## src/hw/rtl/pip_pkg.sv

```systemverilog
// ----------------------------------------------------------------------------
// Point-in-polygon package
// Command codes, controller states and the control and status groups that
// pass between the controller and the edge unit.
// ----------------------------------------------------------------------------
package pip_pkg;

  typedef enum logic [1:0] {
    CMD_CLEAR  = 2'd0,
    CMD_APPEND = 2'd1,
    CMD_TEST   = 2'd2
  } cmd_e_t;

  typedef enum logic [1:0] {
    S_IDLE  = 2'd0,
    S_WALK  = 2'd1,
    S_DRAIN = 2'd2
  } state_t;

  typedef struct packed {
    logic feed;
    logic restart;
  } edge_ctrl_t;

  typedef struct packed {
    logic pending;
  } edge_stat_t;

endpackage

```

## src/hw/rtl/pip_edge.sv

```systemverilog
// ----------------------------------------------------------------------------
// Edge crossing unit
// Three-stage pipeline that takes one polygon edge per cycle, decides
// whether the ray from the query point crosses it, and keeps the parity.
// ----------------------------------------------------------------------------
module pip_edge #(
  parameter int COORD_BITS = 16
) (
  input  logic                         clk,
  input  logic                         rst,
  input  pip_pkg::edge_ctrl_t          ctrl,
  input  logic signed [COORD_BITS-1:0] qx,
  input  logic signed [COORD_BITS-1:0] qy,
  input  logic signed [COORD_BITS-1:0] px,
  input  logic signed [COORD_BITS-1:0] py,
  input  logic signed [COORD_BITS-1:0] cx,
  input  logic signed [COORD_BITS-1:0] cy,
  output pip_pkg::edge_stat_t          stat,
  output logic                         odd
);

  import pip_pkg::*;

  localparam int DW = COORD_BITS + 1;
  localparam int PW = 2 * DW;

  logic                 skip;
  logic                 flip_next;
  logic                 cross_next;
  logic signed [DW-1:0] leftx;
  logic signed [DW-1:0] t1_next;
  logic signed [DW-1:0] t2_next;
  logic signed [DW-1:0] dx_raw;
  logic signed [DW-1:0] dy_raw;
  logic signed [DW-1:0] dx_next;
  logic signed [DW-1:0] dy_next;
  logic                 x_out;
  logic                 y_out;

  logic                 a_valid;
  logic                 a_flip;
  logic                 a_cross;
  logic signed [DW-1:0] a_t1;
  logic signed [DW-1:0] a_t2;
  logic signed [DW-1:0] a_dx;
  logic signed [DW-1:0] a_dy;

  logic                 b_valid;
  logic                 b_flip;
  logic                 b_cross;
  logic signed [PW-1:0] b_p;
  logic signed [PW-1:0] b_q;

  always_comb begin
    if (cx < px) begin
      x_out = (qx >= px);
      leftx = DW'(cx);
    end else begin
      x_out = (qx >= cx);
      leftx = DW'(px);
    end
    if (cy < py) begin
      y_out   = (qy < cy) || (qy >= py);
      t1_next = DW'(qx) - DW'(cx);
      t2_next = DW'(qy) - DW'(cy);
    end else begin
      y_out   = (qy < py) || (qy >= cy);
      t1_next = DW'(qx) - DW'(px);
      t2_next = DW'(qy) - DW'(py);
    end
    skip       = (cy == py) || x_out || y_out;
    flip_next  = !skip && (DW'(qx) < leftx);
    cross_next = !skip && !flip_next;
    dy_raw     = DW'(py) - DW'(cy);
    dx_raw     = DW'(px) - DW'(cx);
    if (dy_raw < 0) begin
      dy_next = -dy_raw;
      dx_next = -dx_raw;
    end else begin
      dy_next = dy_raw;
      dx_next = dx_raw;
    end
  end

  always_ff @(posedge clk) begin
    if (rst) begin
      a_valid <= 1'b0;
      b_valid <= 1'b0;
      odd     <= 1'b0;
    end else begin
      a_valid <= ctrl.feed;
      b_valid <= a_valid;
      if (ctrl.restart) begin
        odd <= 1'b0;
      end else if (b_valid && (b_flip || (b_cross && (b_p < b_q)))) begin
        odd <= ~odd;
      end
    end
  end

  always_ff @(posedge clk) begin
    a_flip  <= flip_next;
    a_cross <= cross_next;
    a_t1    <= t1_next;
    a_t2    <= t2_next;
    a_dx    <= dx_next;
    a_dy    <= dy_next;
    b_flip  <= a_flip;
    b_cross <= a_cross;
    b_p     <= PW'(a_t1) * PW'(a_dy);
    b_q     <= PW'(a_t2) * PW'(a_dx);
  end

  assign stat.pending = a_valid || b_valid;

endmodule

```

## config.mk

```make
export PLATFORM = sky130hd
export DESIGN_NAME = pip_edge
export DESIGN_NICKNAME = d
export VERILOG_FILES = /design/src/hw/rtl/pip_pkg.sv /design/src/hw/rtl/pip_edge.sv
export SDC_FILE = /design/constraint.sdc
export NUM_CORES = 2
export LEC_CHECK = 0
export BUFFER_PORTS_ARGS = -buffer_cell sky130_fd_sc_hd__buf_2
export CAP_MARGIN = 20
export CORE_MARGIN = 2
export CORE_UTILIZATION = 45
export DETAILED_ROUTE_END_ITERATION = 12
export PLACE_DENSITY = 0.71
export SLEW_MARGIN = 30
export SYNTH_ARGS = -nofsm -noshare
export SYNTH_HDL_FRONTEND = slang
export SYNTH_SLANG_ARGS = --single-unit
export TNS_END_PERCENT = 50
```

## constraint.sdc

```tcl
create_clock -name clk -period 7.9 [get_ports clk]
set_clock_uncertainty 0.2 [all_clocks]
set_input_delay 1.975 -clock clk [delete_from_list [all_inputs] [get_ports clk]]
set_output_delay 1.975 -clock clk [all_outputs]
set_load 0.05 [all_outputs]
```

* Yosys cells after proc, flatten, opt, wreduce, memory -nomap -nowiden
Index checks and enable logic that the tools add are counted.
Word-level totals: register bits after elaboration 143, bits in latches 0, memory bits (writable) 0, ROM bits 0, output and inout port bits 2, logic and storage cells 56, memories kept 0
Cells by class: add/sub/neg operators 8, $mul 2, div/mod/pow operators 0, order comparisons 11, eq/ne operators 1, shift operators 0, multiplexer cells 7, bitwise gates (word level) 1, reduce and logical (&&, ||, !) cells 13
Operators by type and width (count):
- $sub A16 B16 Y17 | 6
- $mux W17 | 5
- $mul A17 B17 Y34 | 2
- $ge A16 B16 Y1 | 4
- $lt A16 B16 Y1 | 4
- $lt A34 B34 Y1 | 1
- $neg A17 Y17 | 2
- $lt A16 B17 Y1 | 1
- $lt A17 B1 Y1 const B | 1
- $eq A16 B16 Y1 | 1
- $logic_or A1 B1 Y1 | 6
- $logic_and A1 B1 Y1 | 4
- $logic_not A1 Y1 | 2
- $mux W1 | 2
- $reduce_or A2 Y1 | 1
- $not A1 Y1 | 1

* Logic depth before layout (Yosys ltp)
word-level depth 8, gate-level depth with buffers 25, mapped depth without buffers 23

* Worst setup path before layout
No wires, ideal clock.
path type flip-flop to flip-flop, start reg a_t1[16], end reg b_p[33], arrival time 6.072 ns, required time 7.628 ns, path slack 1.556 ns, cell stages (with the launch flop) 21, buffers on the path 1, clock period less this slack 6.344 ns, path through dfxtp_1 clkbuf_1 nand2_1 inv_1 fa_1 fa_1 fa_1 fa_1 fa_1 inv_1 fa_1 inv_1 ha_1 and4_1 nand2_1 or3_1 o221a_2 a21oi_1 a211oi_1 o21bai_1 xnor2_1
On the way: cells in the longest elaborated chain, start to end 1
RTL lines:
- from (decl) | RTL line pip_edge.sv:43 | logic signed [DW-1:0] a_t1;
- from (signal assigned) | RTL line pip_edge.sv:104 | a_t1 <= t1_next;
- $mul A17 B17 Y34 | RTL line pip_edge.sv:110 | b_p <= PW'(a_t1) * PW'(a_dy);
- to (signal assigned) | RTL line pip_edge.sv:110
- to (decl) | RTL line pip_edge.sv:51 | logic signed [PW-1:0] b_p;
No other way between the ends. A chain may end at the register's enable or synchronous reset.

* Worst setup path after layout
Ends and elaborated chain as after synthesis.

==> flow_summary.yaml <==
route:
  drtPass1Iterations: 8
  viasPerCell: 5.21
  drt_iter0_drc: 1451
  vias: 23800
  drtAntennaViolNets: 0
  avgRoutedWirePerCell_um: 17.3
  drc_errors: 0
  finalWirelength_um: 79100
job:
  cap_violations: 0
synthesis:
  synthXorXnorAreaFrac_pct: 4.89
  synth.avg_cell_area_um2: 8.95
  synth-seq-cells: 143
  ys_seq_area_share_pct: 8.99
  synth-compound-area-share_pct: 10.1
  postSynthCellCount: 3560
  async_reset_ff_share_pct: 0
  synth.area.top_cells: "fa_1, ha_1, dfxtp_1, inv_1, and2_1"
  synth_cell_type_count: 82
  synth_top_area_share_pct: 37.6
  synthAdderAreaFrac_pct: 50.1
  synth_area_leader_cell: "fa_1"
  syn-num-nets: 4576
  synthSimpleGateAreaFrac_pct: 15.6
  syn_area_um2: 31800
  synth_top_family_by_area: "adder cells"
  muxShareOfSynthArea_pct: 0.346
  synth_edf_count: 0
  synthFlopType: "dfxtp_1"
  ys_warn_count: 0
setup_path:
  critPathTopFamily: "adder cells"
  crit_top_cell: "fa_1"
  r2r_setup_slack_ns: 0.96
  endpoint: "b_p[33]"
  critPathRequiredTime_ns: 8.03
  cp.depth: 19
  cp_max_fo: 17
  crit_chain: "nand2_1 -> inv_1 -> fa_1 -> fa_1 -> fa_1 -> fa_1 -> fa_1 -> inv_1 -> fa_1 -> inv_1 -> ha_1 -> and4_1 -> nand2_1 -> or3_1 -> o221a_2 -> a21oi_1 -> a211oi_1 -> o21bai_1 -> xnor2_1"
  max_stage_delay_ns: 0.93
  crit_arrival_ns: 7.07
  r2r_start: "a_t1[16]"
  start_kind: "register"
  crit_type: "reg2reg"
  worstSetupStartpoint: "a_t1[16]"
  crit_slowest_cell: "fa_1"
  worst_setup_path_end_kind: "register"
  ff2ff_path_depth: 19
  cp_num_buf_inv: 3
  r2r-end: "b_p[33]"
sta:
  fin_ws_ns: 0.964
  tightest_slew_ns: 0.866
  hold_violations: 0
  max_slew_margin_pct: 42.2
  fmax_mhz: 144
  rsz0062_at_grt: "no"
  fin_crit_sh_pct: 87.8
  whs_ns: 0.129
  slew_viol_final: 0
  setup-tns-final_ns: 0
  setup_viol: 0
  fin_crit_ns: 6.94
clocking:
  root_buffer: "clkbuf_16"
  cts_tree: "done"
  clk_latency_ns: 0.46
  cts_buffers: 17
  h-tree-depth: 4
  post_cts_resized: 0
  cts_setup_buffers: 0
  cts_sinks: 143
  cts_hold_buf: 0
  cts_buffer_depth: 2
  clk_pin_slew_worst_paths_ns: 0.07
global_routing:
  grt_pass1_vias: 25100
  grt_usage_pct: 22.5
  grt_pass1_wl_um: 130000
  grt_max_degree: 27
  overflow: 0
  grt_antenna_before_repair: 23
placed_design:
  post-place-ws_ns: 1.02
  postPlaceCellArea_um2: 33300
  hpwlAfterDp_um: 67500
  gp_congestion: 0.988
  io_buffers: 101
die:
  dieArea_um2: 72900
  start_util_pct: 45.5
  die_y_um: 270
  rows: 97
  core_area_um2: 70000
  ios: 102
  fp.dieW_um: 270
layout:
  multi_input_area_um2: 25800
  fill_cells: 6678
  areaGrowthSynthToFinish_pct: 6.58
  fin_area_um2: 33900
  drive_gt1_share_pct: 5.11
  regArea_um2: 2860
  layout_commonest_cell: "inv_1"
  fin_nets: 4620
  layout_common_cells: "inv_1, fa_1, nand2_1, ha_1, and2_1"
outcome:
  status: "complete, no violations"
hold_path:
  hold_class: "reg2reg"
cells by family (layout without fill, tap and decap cells):
| logic type | after synthesis | after routing |
|---|---|---|
| fa+ha+maj | 916 | 916 |
| xor+xnor | 178 | 178 |
| compound gates | 481 | 481 |
| buf+inv | 843 | 900 |
| flops | 143 | 143 |
| mux | 11 | 11 |
| simple gates | 988 | 988 |
| other cells | 0 | 11 |
worst min path at each step:
stage,from,endpoint,cells past startpoint
6_report,a_flip,b_flip,0
5_1_grt,a_flip,b_flip,0
4_1_cts,a_flip,b_flip,0
3_5_place_dp,a_flip,b_flip,0
3_3_place_gp,a_flip,b_flip,0
2_1_floorplan,a_cross,b_cross,0
worst reg2reg max path, stage by stage (launching register included):
cell      delay [ns]
dfxtp_1         0.72
nand2_1         0.20
inv_1           0.17
fa_1            0.55
fa_1            0.93
fa_1            0.53
fa_1            0.51
fa_1            0.49
inv_1           0.05
fa_1            0.47
inv_1           0.04
ha_1            0.35
and4_1          0.26
nand2_1         0.10
or3_1           0.36
o221a_2         0.25
a21oi_1         0.27
a211oi_1        0.13
o21bai_1        0.16
xnor2_1         0.08
metrics by stage:
step / util [%] / std cells
2_1_floorplan: - / 3560
3_3_place_gp: 47.6 / 4525
3_5_place_dp: 47.6 / 4525
4_1_cts: 48.4 / 4557
5_1_grt: 48.4 / 4559
6_report: 48.5 / 4568
cells in the mapped netlist, types with 16 or more instances:
cell / instances
ha_1: 318
nand4_1: 26
o21ai_0: 77
nand3_1: 25
nor2b_1: 31
nand2b_1: 35
xor2_1: 52
a21o_1: 68
fa_1: 598
dfxtp_1: 143
a21oi_1: 140
inv_1: 751
o21a_1: 28
and2_1: 302
a31oi_1: 20
o21ai_1: 16
nand2_1: 335
xnor2_1: 126
a211oi_1: 17
clkbuf_1: 78
nor2_1: 147
nor3_1: 24
layer usage:
layer | part of all wire, % | vias to the layer above | global-route usage [%]
met5 | 0.13 | - | 0
met3 | 7.1 | 139 | 4.24
met1 | 42 | 11800 | 28.9
met4 | 3.4 | 16 | 7.37
met2 | 48 | 654 | 38.4
li1 | - | 11200 | -
sequential cells by signal, indices dropped and copies added (netlist names), 17 cells and up:
| signal | flops |
|---|---|
| b_q | 34 |
| a_dx | 17 |
| b_p | 34 |
| a_dy | 17 |
| a_t1 | 17 |
| a_t2 | 17 |
layout make-up:
class | count | area share, %
flip-flops and latches | 143 | 8.43
inverters | 751 | 8.30
diodes | 11 | 0.0811
well taps | 940 | 3.46
multi-input cells | 2574 | 76.1
clock buffers | 18 | 1.29
repair buffers | 117 | 1.84
clock inverters | 14 | 0.498
Power is left out: the tool's default activity adds up to more than one toggle a clock period on the data nets, which glitch-free logic cannot reach.
