[config.mk]
export PLATFORM = sky130hd
export DESIGN_NAME = pip_cell
export DESIGN_NICKNAME = d
export VERILOG_FILES = /design/src/hw/rtl/pip_cell.sv
export SDC_FILE = /design/constraint.sdc
export NUM_CORES = 1
export LEC_CHECK = 0
export ABC_CLOCK_PERIOD_IN_PS = 5500
export BUFFER_PORTS_ARGS = -buffer_cell sky130_fd_sc_hd__buf_2
export CORE_ASPECT_RATIO = 1.1
export CORE_MARGIN = 10
export CORE_UTILIZATION = 46
export CTS_CLUSTER_DIAMETER = 100
export DETAILED_ROUTE_END_ITERATION = 16
export PLACE_DENSITY = 0.87
export SLEW_MARGIN = 30
export SYNTH_ARGS = -nofsm -noshare
export SYNTH_HDL_FRONTEND = slang
export SYNTH_SLANG_ARGS = --single-unit
[constraint.sdc]
create_clock -name clk -period 5.5 [get_ports clk]
set_clock_uncertainty 0.1 [all_clocks]
set_input_delay 1.1 -clock clk [delete_from_list [all_inputs] [get_ports clk]]
set_output_delay 1.1 -clock clk [all_outputs]
set_load 0.01 [all_outputs]
[src/hw/rtl/pip_cell.sv]
// ----------------------------------------------------------------------------
// Vertex cell
// Holds one polygon vertex. Loads it on an append aimed at its slot and,
// during a point test, takes the vertex of its right neighbor so that the
// stored vertices rotate past the head of the row.
// ----------------------------------------------------------------------------
module pip_cell #(
  parameter int COORD_BITS = 16,
  parameter int CNT_W      = 7,
  parameter int INDEX      = 0
) (
  input  logic                         clk,
  input  logic                         append,
  input  logic                         shift,
  input  logic [CNT_W-1:0]             count,
  input  logic signed [COORD_BITS-1:0] wr_x,
  input  logic signed [COORD_BITS-1:0] wr_y,
  input  logic signed [COORD_BITS-1:0] nbr_x,
  input  logic signed [COORD_BITS-1:0] nbr_y,
  input  logic signed [COORD_BITS-1:0] first_x,
  input  logic signed [COORD_BITS-1:0] first_y,
  output logic signed [COORD_BITS-1:0] vx,
  output logic signed [COORD_BITS-1:0] vy
);

  logic is_slot;
  logic is_tail;

  assign is_slot = (count == CNT_W'(INDEX));
  assign is_tail = (count - CNT_W'(1) == CNT_W'(INDEX));

  always_ff @(posedge clk) begin
    if (append && is_slot) begin
      vx <= wr_x;
      vy <= wr_y;
    end else if (shift) begin
      if (is_tail) begin
        vx <= first_x;
        vy <= first_y;
      end else begin
        vx <= nbr_x;
        vy <= nbr_y;
      end
    end
  end

endmodule

# [Word-level counts from Yosys, hierarchy flattened]
# Cells that the tools add are included.
# W data, S select, Z words.
[word_totals] register_bits=32 inputBits=106 output_inout_bits=32 elab_cells=13
[op_classes] n_addsub=1 n_mux=6 n_reduce_logical=4
[ops] operator="$mux W16" count=6
[ops] operator="$logic_not A7 Y1" count=2
[ops] operator="$sub A7 B1 Y7 const B" count=1
[ops] operator="$reduce_bool A2 Y1" count=1
[ops] operator="$logic_and A1 B1 Y1" count=1

# [Depth between registers and ports, before layout]
# Gate-level depths: netlist of run 1.
[depth] word_depth=5 depth_mapped=6 mapped_depth_nobuf=3

# [Worst setup path after synthesis of run 1]
# OpenSTA, ideal clock, no wires.
[synth_timing] kind="input port to flip-flop" startpoint="in append" endpoint="reg vx[0], enable pin" setup_time_ns=0.391 arrival_ns=2.620 required_ns=5.009 setup_slack_ns=2.389 cell_stages=5 n_path_buf=3 path_cell_list="buf_2 > nor2b_1 > clkbuf_2 > clkbuf_1 > a31o_1"
[synth_between] elab_chain_cells=2
[synth_rtl] item="from (decl)" line="13" rtl="input logic append,"
[synth_rtl] item="$logic_and A1 B1 Y1" line="33" rtl="if (append && is_slot) begin"
[synth_rtl] item="$reduce_bool A2 Y1 (no line)"
[synth_rtl] item="to (signal assigned)" line="34" rtl="vx <= wr_x;"
[synth_rtl] item="to (signal assigned)" line="38" rtl="vx <= first_x;"
[synth_rtl] item="to (signal assigned)" line="41" rtl="vx <= nbr_x;"
[synth_rtl] item="to (decl)" line="22" rtl="output logic signed [COORD_BITS-1:0] vx,"
# Every way passes these cells.
# A chain may end at the register's enable or synchronous reset.

# [Worst setup path in the final report of run 1]
[layout_timing] startpoint="in count[3]" endpoint="reg vy[1], enable pin"
[layout_between] elab_chain_cells=3
[layout_rtl] item="from (decl)" line="15" rtl="input logic [CNT_W-1:0] count,"
[layout_rtl] item="$logic_not A7 Y1" line="29" rtl="assign is_slot = (count == CNT_W'(INDEX));"
[layout_rtl] item="$logic_and A1 B1 Y1" line="33"
[layout_rtl] item="$reduce_bool A2 Y1 (no line)"
[layout_rtl] item="to (signal assigned)" line="35" rtl="vy <= wr_y;"
[layout_rtl] item="to (signal assigned)" line="39" rtl="vy <= first_y;"
[layout_rtl] item="to (signal assigned)" line="42" rtl="vy <= nbr_y;"
[layout_rtl] item="to (decl)" line="23" rtl="output logic signed [COORD_BITS-1:0] vy"
# Every way passes these cells.

==> flow_summary.toml, run 1 <==
[sta]
hold_viol = 0
drv_slew = 0
timing.fmax_mhz = 323.8
post-route-min-period_ps = 3088
maxSlewHeadroom_pct = 52.83
setup_viol = 0
tightest_slew_ps = 707.5
period_share_pct = 56.14
setup_tns_ps = 0
rsz0062_at_grt = "no"

[floorplan]
core_um2 = 4348
dieHeight_um = 90.63
std_cell_rows = 25
start_util_pct = 47.97
dieWidth_um = 84.21
die_area_um2 = 7631
io_pins = 138

[detailed_routing]
drtAntennaViolNets = 0
route.vias.total = 2118
wl_per_cell_um = 22.35
routed_wl_mm = 7.509
dr.first_iter.drc_count = 208
vias_per_cell = 6.304
route.detailed.drc = 0
drt-pass1-iter-count = 4

[placement]
hpwl_mm = 5.267
portBuffers = 137
dpl.cell_count = 329
post_dp_cell_area_um2 = 2693
place_congestion = 0.8256

[final_layout]
diodes = 0
final_cell_mix = "buf_2 (137), nor3b_1 (32), a221o_1 (32), edfxtp_1 (32), a41o_1 (29)"
drive_gt1_share_pct = 54.96
instances_no_fill = 336
design_area_um2 = 2770
mostFrequentLayoutCell = "buf_2"
seq_area_um2 = 960.9
synthToLayoutAreaGrowth_pct = 32.81
multi_input_area_um2 = 948.4
final_net_count = 388
fin_util_pct = 63.71
fillers = 347

[power_and_ir_drop]
power.total_w = 0.0006086
p_leak_nw = 1.396
powerDensity_nw_per_um2 = 219.7
ir_worst_vdd_v = 0.0001089

[grt]
antenna_found_initial = 0
grt_max_degree = 36
grtUsageTotal_pct = 18.17
grt_pass1_vias = 2144
grt_pass1_wl_mm = 11.46
gr-total-overflow = 0

[logic_synthesis]
yosys_warnings = 0
avgSynthCellArea_um2 = 13.12
syn-num-nets = 265
ys_seq_area_share_pct = 46.07
syn_inst = 159
synth_cell_types = 16
synth.largest_area_cell = "edfxtp_1"
synth_top_area_share_pct = 46.07
yosys-top-cells-area = "edfxtp_1 (46%), a221o_1 (15%), a41o_1 (14%)"
synth-seq-cells = 32
synth_area_um2 = 2086

[clock_network]
path_clk_slew_ps = 60
post-cts-setup-buffer-count = 0
cts_tree = "yes"
htreeDepth = 2
cts.sinks = 32
cts_made_buffers = 5
clockRootBuffer = "clkbuf_8"
cts_buffer_depth = 2
cts_resized = 0
holdBufCountCts = 0

[critical_path]
cp_data_required_time_ps = 5370
arrival_ps = 2960
cp-end-kind = "flip-flop"
crit_type = "in -> reg"
crit_fanout = 35
setup.worst_path.start_class = "input pin"

[hold_path]
hold_path_class = "in -> reg"

[run_status]
status = "completed"

[flow_run]
max-cap-violations = 0
registers in the layout, summed over array words and instances (netlist names):
register,flops
vx,16
vy,16
layer usage:
layer / routed length (um) / global-route usage (%)
met2: 3631 / 29.25
met5: 0 / 0
met1: 2961 / 21.98
met4: 46 / 3.771
met3: 869 / 7.581
worst paths after layout:
check | startpoint | endpoint | slack, ps | cells past startpoint
worst max-delay path | count[3] | vy[1]$_DFFE_PP_ | 2410 | 5
worst min-delay path | first_x[10] | vx[10]$_DFFE_PP_ | 1020 | 2
worst max-delay path, stage by stage:
cell and delay (ps):
buf_2 110, nor4_4 250, buf_4 410, a31o_1 670, buf_4 380
per-stage QoR:
stage	hold slack [ps]	worst slack, ps
5_1_grt	1007	2317
6_report	1015	2412
4_1_cts	1009	2423
3_5_place_dp	1301	2127
2_1_floorplan	1214	2389
3_3_place_gp	1300	2072
synthesized netlist by cell type, drive strengths merged:
cell type,n
clkbuf,13
edfxtp,32
nor4,1
nor2b,1
a41o,32
nor3b,32
a221o,32
nor2,1
and3,1
a31o,1
buf,12
nand2,1
kinds of logic (layout without fill, tap and decap cells):
logic type      count (synthesis)  in the layout  share of synthesized area (%)
compound gates                 65             65                          31.31
simple gates                   37             37                          13.98
flops                          32             32                          46.07
buf+inv                        25            148                          8.638
area by class of cell:
class / count / area share [%]
multi-input combinational: 102 / 34.24
timing repair buffer: 141 / 25.84
sequential: 32 / 34.69
clock inverter: 1 / 0.1807
clock buffer: 6 / 2.620
tap: 54 / 2.439
report_power, final:
part,switching (W),internal (W)
clock,0.0000851,0.0000860
combinational,0.0000703,0.0000681
sequential,0.00000519,0.000294
(Power assumes the default switching activity.)
==> run 2: changes to the inputs <==
- ABC_AREA: unset -> 1
- ABC_CLOCK_PERIOD_IN_PS: 5500 -> 2650
- CORE_UTILIZATION: 46 -> 39
- PLACE_DENSITY: 0.87 -> 0.76
- clock period: 5.5 -> 2.65 ns (I/O delays scaled with it)
==> flow_summary.toml, run 2 <==
[logic_synthesis]
avgSynthCellArea_um2 = 7.466
synthAdderAreaFrac_pct = 0
synth_top_area_share_pct = 42.48
async_flop_share_pct = 0
ys_seq_area_share_pct = 42.48
syn_inst = 303
yosys.area_share.xor_xnor_pct = 0
synthSimpleGateAreaFrac_pct = 38.44
synth_top_family_by_area = "simple AND/OR/NAND/NOR gates"
synth.most_common_cell = "nand3_1"
synth.area.mux_share_pct = 0
yosys-top-cells-area = "edfxtp_1 (42%), nand3_1 (20%), nand2_1 (12%)"
synth-seq-cells = 32
synth_cell_types = 17
syn-num-nets = 409
synth_area_um2 = 2262
synth.largest_area_cell = "edfxtp_1"
yosys_warnings = 0
yosys-top-cells-count = "nand3_1 (91), nand2_1 (71), inv_1 (70)"
synth-edff-count = 32
synth-compound-area-share_pct = 0
synth_top_flop_cell = "edfxtp_1"

[clock_network]
cts_resized = 0
holdBufCountCts = 0
clockRootBuffer = "clkbuf_8"
cts.sinks = 32
cts_buffer_depth = 2
path_clk_slew_ps = 70
htreeDepth = 2
post-cts-setup-buffer-count = 0
cts_made_buffers = 5
cts_tree = "yes"

[placement]
post_dp_cell_area_um2 = 2939
portBuffers = 137
hpwl_mm = 5.743
place_congestion = 0.8425

[floorplan]
std_cell_rows = 29
die_area_um2 = 9250
io_pins = 138
core_um2 = 5697
dieHeight_um = 99.88
start_util_pct = 39.71
dieWidth_um = 92.62

[grt]
met3_usage_pct = 3.657
grtUsageTotal_pct = 14.99
antenna_found_initial = 0
grt.busiest_layer = "met2"
grt_pass1_wl_mm = 11.41
gr-total-overflow = 0
grt_pass1_vias = 2336
grt_max_degree = 33
grt.met2_usage_pct = 25.92
grt_util_met1_pct = 17.83

[final_layout]
final_cell_mix = "buf_2 (137), nand3_1 (91), nand2_1 (71)"
multi_input_area_um2 = 869.6
mostFrequentLayoutCell = "buf_2"
synthToLayoutAreaGrowth_pct = 34.62
final_net_count = 541
drive_gt1_share_pct = 38.07
top_regs = "vx (16), vy (16)"
design_area_um2 = 3045
fillers = 591
fin_util_pct = 53.46
seq_area_um2 = 960.9
diodes = 0

[detailed_routing]
route.vias.total = 2311
drtAntennaViolNets = 0
dr.first_iter.drc_count = 127
wl_per_cell_um = 14.23
routed_wl_mm = 7.302
route.detailed.drc = 0
vias_per_cell = 4.505
drt-pass1-iter-count = 5

[power_and_ir_drop]
p_leak_nw = 1.753
p_clk_share_pct = 34.3
switching_share_pct = 25.04
combPwrFrac_pct = 19.3
p_seq_share_pct = 46.4
power.internal_w = 0.0009923
powerDensity_nw_per_um2 = 434.7
ir_worst_vdd_v = 0.0002293
switching_power_w = 0.0003315

[critical_path]
path_cells = "buf_2 > nor2_1 > nand2_1 > nand2_2 > nand3_4 > nand2_1 > nand3_1 > nand2_1"
arrival_ps = 1920
slowest_stage = "nand3_4"
crit_type = "in -> reg"
timing.critical_path.mode_cell = "nand2_1"
crit_fanout = 32
cp_data_required_time_ps = 2690
setup.worst_path.start_class = "input pin"
cp-end-kind = "flip-flop"
worst_path_largest_cell_delay_ps = 410

[sta]
drv_slew = 0
setup_tns_ps = 0
period_share_pct = 70.89
rsz0062_at_grt = "no"
post-route-min-period_ps = 1879
maxSlewHeadroom_pct = 50.63
tightest_slew_ps = 738.8
timing.fmax_mhz = 532.3
setup_viol = 0
hold_viol = 0

[hold_path]
hold_path_class = "in -> reg"

[run_status]
status = "completed"

[flow_run]
max-cap-violations = 0
run 2: path summary, 6_finish.rpt:
path | start | to | slack, ps | cells past startpoint
min | wr_y[6] | vy[6]$_DFFE_PP_ | 440 | 3
max | count[2] | vx[11]$_DFFE_PP_ | 770 | 8
run 2: metal layers:
layer	vias to the layer above	share of wire (%)
met5	-	0
met4	0	1.2
met3	6	6.0
met2	93	51
met1	998	41
li1	1214	-
run 2: area by class of cell:
cell class / count / area share [%]
Tap cell: 77 / 3.164
Inverter: 73 / 8.998
Timing Repair Buffer: 144 / 24.24
Clock inverter: 3 / 1.233
Sequential cell: 32 / 31.55
Clock buffer: 5 / 2.260
Multi-Input combinational cell: 179 / 28.55
run 2: power groups by stage:
stage	Clock (W)	Sequential (W)	Combinational, W
detailed placement	0	0.000626	0.000256
floorplan	0	0.000651	0.0000914
CTS	0.000467	0.000615	0.000257
global placement	0	0.000625	0.000254
global route	0.000486	0.000617	0.000285
finish	0.000454	0.000615	0.000255
run 2: kinds of logic after synthesis:
kind of cell / count (synthesis)
buffers and inverters: 92
DFF: 32
and+or+nand+nor: 179
run 2: worst max-delay path: cells and delay by family:
kind,cells,cell delay (ps)
buffers and inverters,1,110
AND/OR/NAND/NOR,7,1280
run 2: per-stage QoR:
| stage | power (W) | cells | setup WS (ps) | hold WS (ps) |
|---|---|---|---|---|
| after floorplan | 0.0007422 | 303 | 354.7 | 647.0 |
| after global placement | 0.0008790 | 505 | 538.6 | 734.8 |
| after detailed placement | 0.0008828 | 505 | 468.7 | 735.6 |
| after CTS | 0.001340 | 513 | 761.3 | 435.1 |
| after global routing | 0.001388 | 513 | 575.3 | 442.4 |
| final | 0.001324 | 513 | 771.3 | 444.6 |
==> run 3: changes to the inputs <==
- ABC_CLOCK_PERIOD_IN_PS: 2650 -> 1820
- CORE_UTILIZATION: 39 -> 44
- PLACE_DENSITY: 0.76 -> 0.82
- clock period: 2.65 -> 1.82 ns (I/O delays scaled with it)
==> flow_summary.toml, run 3 (same netlist as run 2, synthesis figures left out) <==
[run_status]
status = "completed"

[final_layout]
final_cell_mix = "buf_2 (137), nand3_1 (91), inv_1 (70), nand2_1 (70), edfxtp_1 (32)"
mostFrequentLayoutCell = "buf_2"
top_regs = "vx (16), vy (16)"
diodes = 0
synthToLayoutAreaGrowth_pct = 38.77
final_net_count = 545
drive_gt1_share_pct = 39.32

[sta]
setup_viol = 0
maxSlewHeadroom_pct = 74.82
setup_tns_ps = 0
hold_viol = 0
rsz0062_at_grt = "no"
tightest_slew_ps = 377.7
drv_slew = 0
timing.final.ws_setup_ps = 422.9
period_share_pct = 76.76
timing.fmax_mhz = 715.8
post-route-min-period_ps = 1397

[floorplan]
core_um2 = 5000
dieHeight_um = 95.20
die_area_um2 = 8412
std_cell_rows = 27
dieWidth_um = 88.37
io_pins = 138
start_util_pct = 45.25

[clock_network]
cts_tree = "yes"
cts.sinks = 32
post-cts-setup-buffer-count = 0
htreeDepth = 2
holdBufCountCts = 0
cts_buffer_depth = 2
cts_made_buffers = 5
path_clk_slew_ps = 70
cts_resized = 0
clockRootBuffer = "clkbuf_8"

[detailed_routing]
routed_wl_mm = 7.303
wl_per_cell_um = 14.66
route.detailed.drc = 0
drtAntennaViolNets = 0
dr.first_iter.drc_count = 177
vias_per_cell = 4.845
route.vias.total = 2413
drt-pass1-iter-count = 4

[grt]
gr-total-overflow = 0
grtUsageTotal_pct = 16.90
grt_pass1_vias = 2537
grt_max_degree = 33
antenna_found_initial = 0
grt_pass1_wl_mm = 11.56

[power_and_ir_drop]
powerDensity_nw_per_um2 = 621.0
p_leak_nw = 1.795
power.internal_w = 0.001462
p_seq_share_pct = 45.9
switching_share_pct = 25.02
ir_worst_vdd_v = 0.0003891
p_clk_share_pct = 34.3
switching_power_w = 0.0004876
combPwrFrac_pct = 19.8

[critical_path]
critPathCapture = "vy[7]$_DFFE_PP_"
startpoint = "count[3]"
setup.worst_path.start_class = "input pin"
crit_type = "in -> reg"
arrival_ps = 1320
cp_data_required_time_ps = 1750
crit_fanout = 17
cp-end-kind = "flip-flop"

[placement]
portBuffers = 137
place_congestion = 0.8537
hpwl_mm = 5.979
pre_cts_ws_ps = 134.1

[flow_run]
max-cap-violations = 0

[hold_path]
hold_path_class = "in -> reg"
## run 3: how the worst min path moves through the flow
stage / cells after the start / startpoint / slack, ps / to
5_1_grt: 3 / wr_x[3] / 290 / vx[3]$_DFFE_PP_
3_3_place_gp: 3 / wr_y[11] / 570 / vy[11]$_DFFE_PP_
4_1_cts: 3 / wr_y[0] / 280 / vy[0]$_DFFE_PP_
2_1_floorplan: 2 / wr_x[0] / 480 / vx[0]$_DFFE_PP_
6_report: 3 / wr_y[0] / 290 / vy[0]$_DFFE_PP_
3_5_place_dp: 3 / wr_x[2] / 570 / vx[2]$_DFFE_PP_
## run 3: metrics by stage
stage          area, um2  power, W  hold slack (ps)  utilization [%]  cells
2_1_floorplan       2270  0.001081            481.0                -    303
3_3_place_gp        3028  0.001291            565.4            60.56    490
3_5_place_dp        3028  0.001303            571.9            60.56    490
4_1_cts             3139  0.001964            281.7            62.79    498
5_1_grt             3139  0.002039            292.5            62.79    498
6_report            3139  0.001949            289.6            62.79    498
## run 3: per-layer routing
layer  track usage (%)  vias to the layer above  routed length, um
met5                 0                        -                  0
met4             5.526                        0                146
met3             4.608                       10                584
met2             31.10                      104               3970
met1             18.18                     1075               2601
li1                  -                     1224                  -
## run 3: worst max-delay path, cell delays in order
cell	delay [ps]
buf_2	110
inv_1	60
nand2_1	60
nor2_2	150
nand4_2	160
buf_4	250
nand3_1	110
nand2_1	60
## run 3: final cells by class
class                   count  area, um2
inverters                  73      274.0
repair buffers            148      843.3
flip-flops and latches     32      960.9
well taps                  58      72.57
clock inverters             3      42.54
multi-input cells         179      877.1
clock buffers               5      68.82
fillers                   433       1861
## run 3: power by group through the flow
stage | sequential (W) | clock [W] | combinational, W
after global routing | 0.000900 | 0.000705 | 0.000433
after detailed placement | 0.000912 | 0 | 0.000391
after global placement | 0.000910 | 0 | 0.000382
after CTS | 0.000896 | 0.000676 | 0.000392
final | 0.000895 | 0.000668 | 0.000387
after floorplan | 0.000947 | 0 | 0.000135
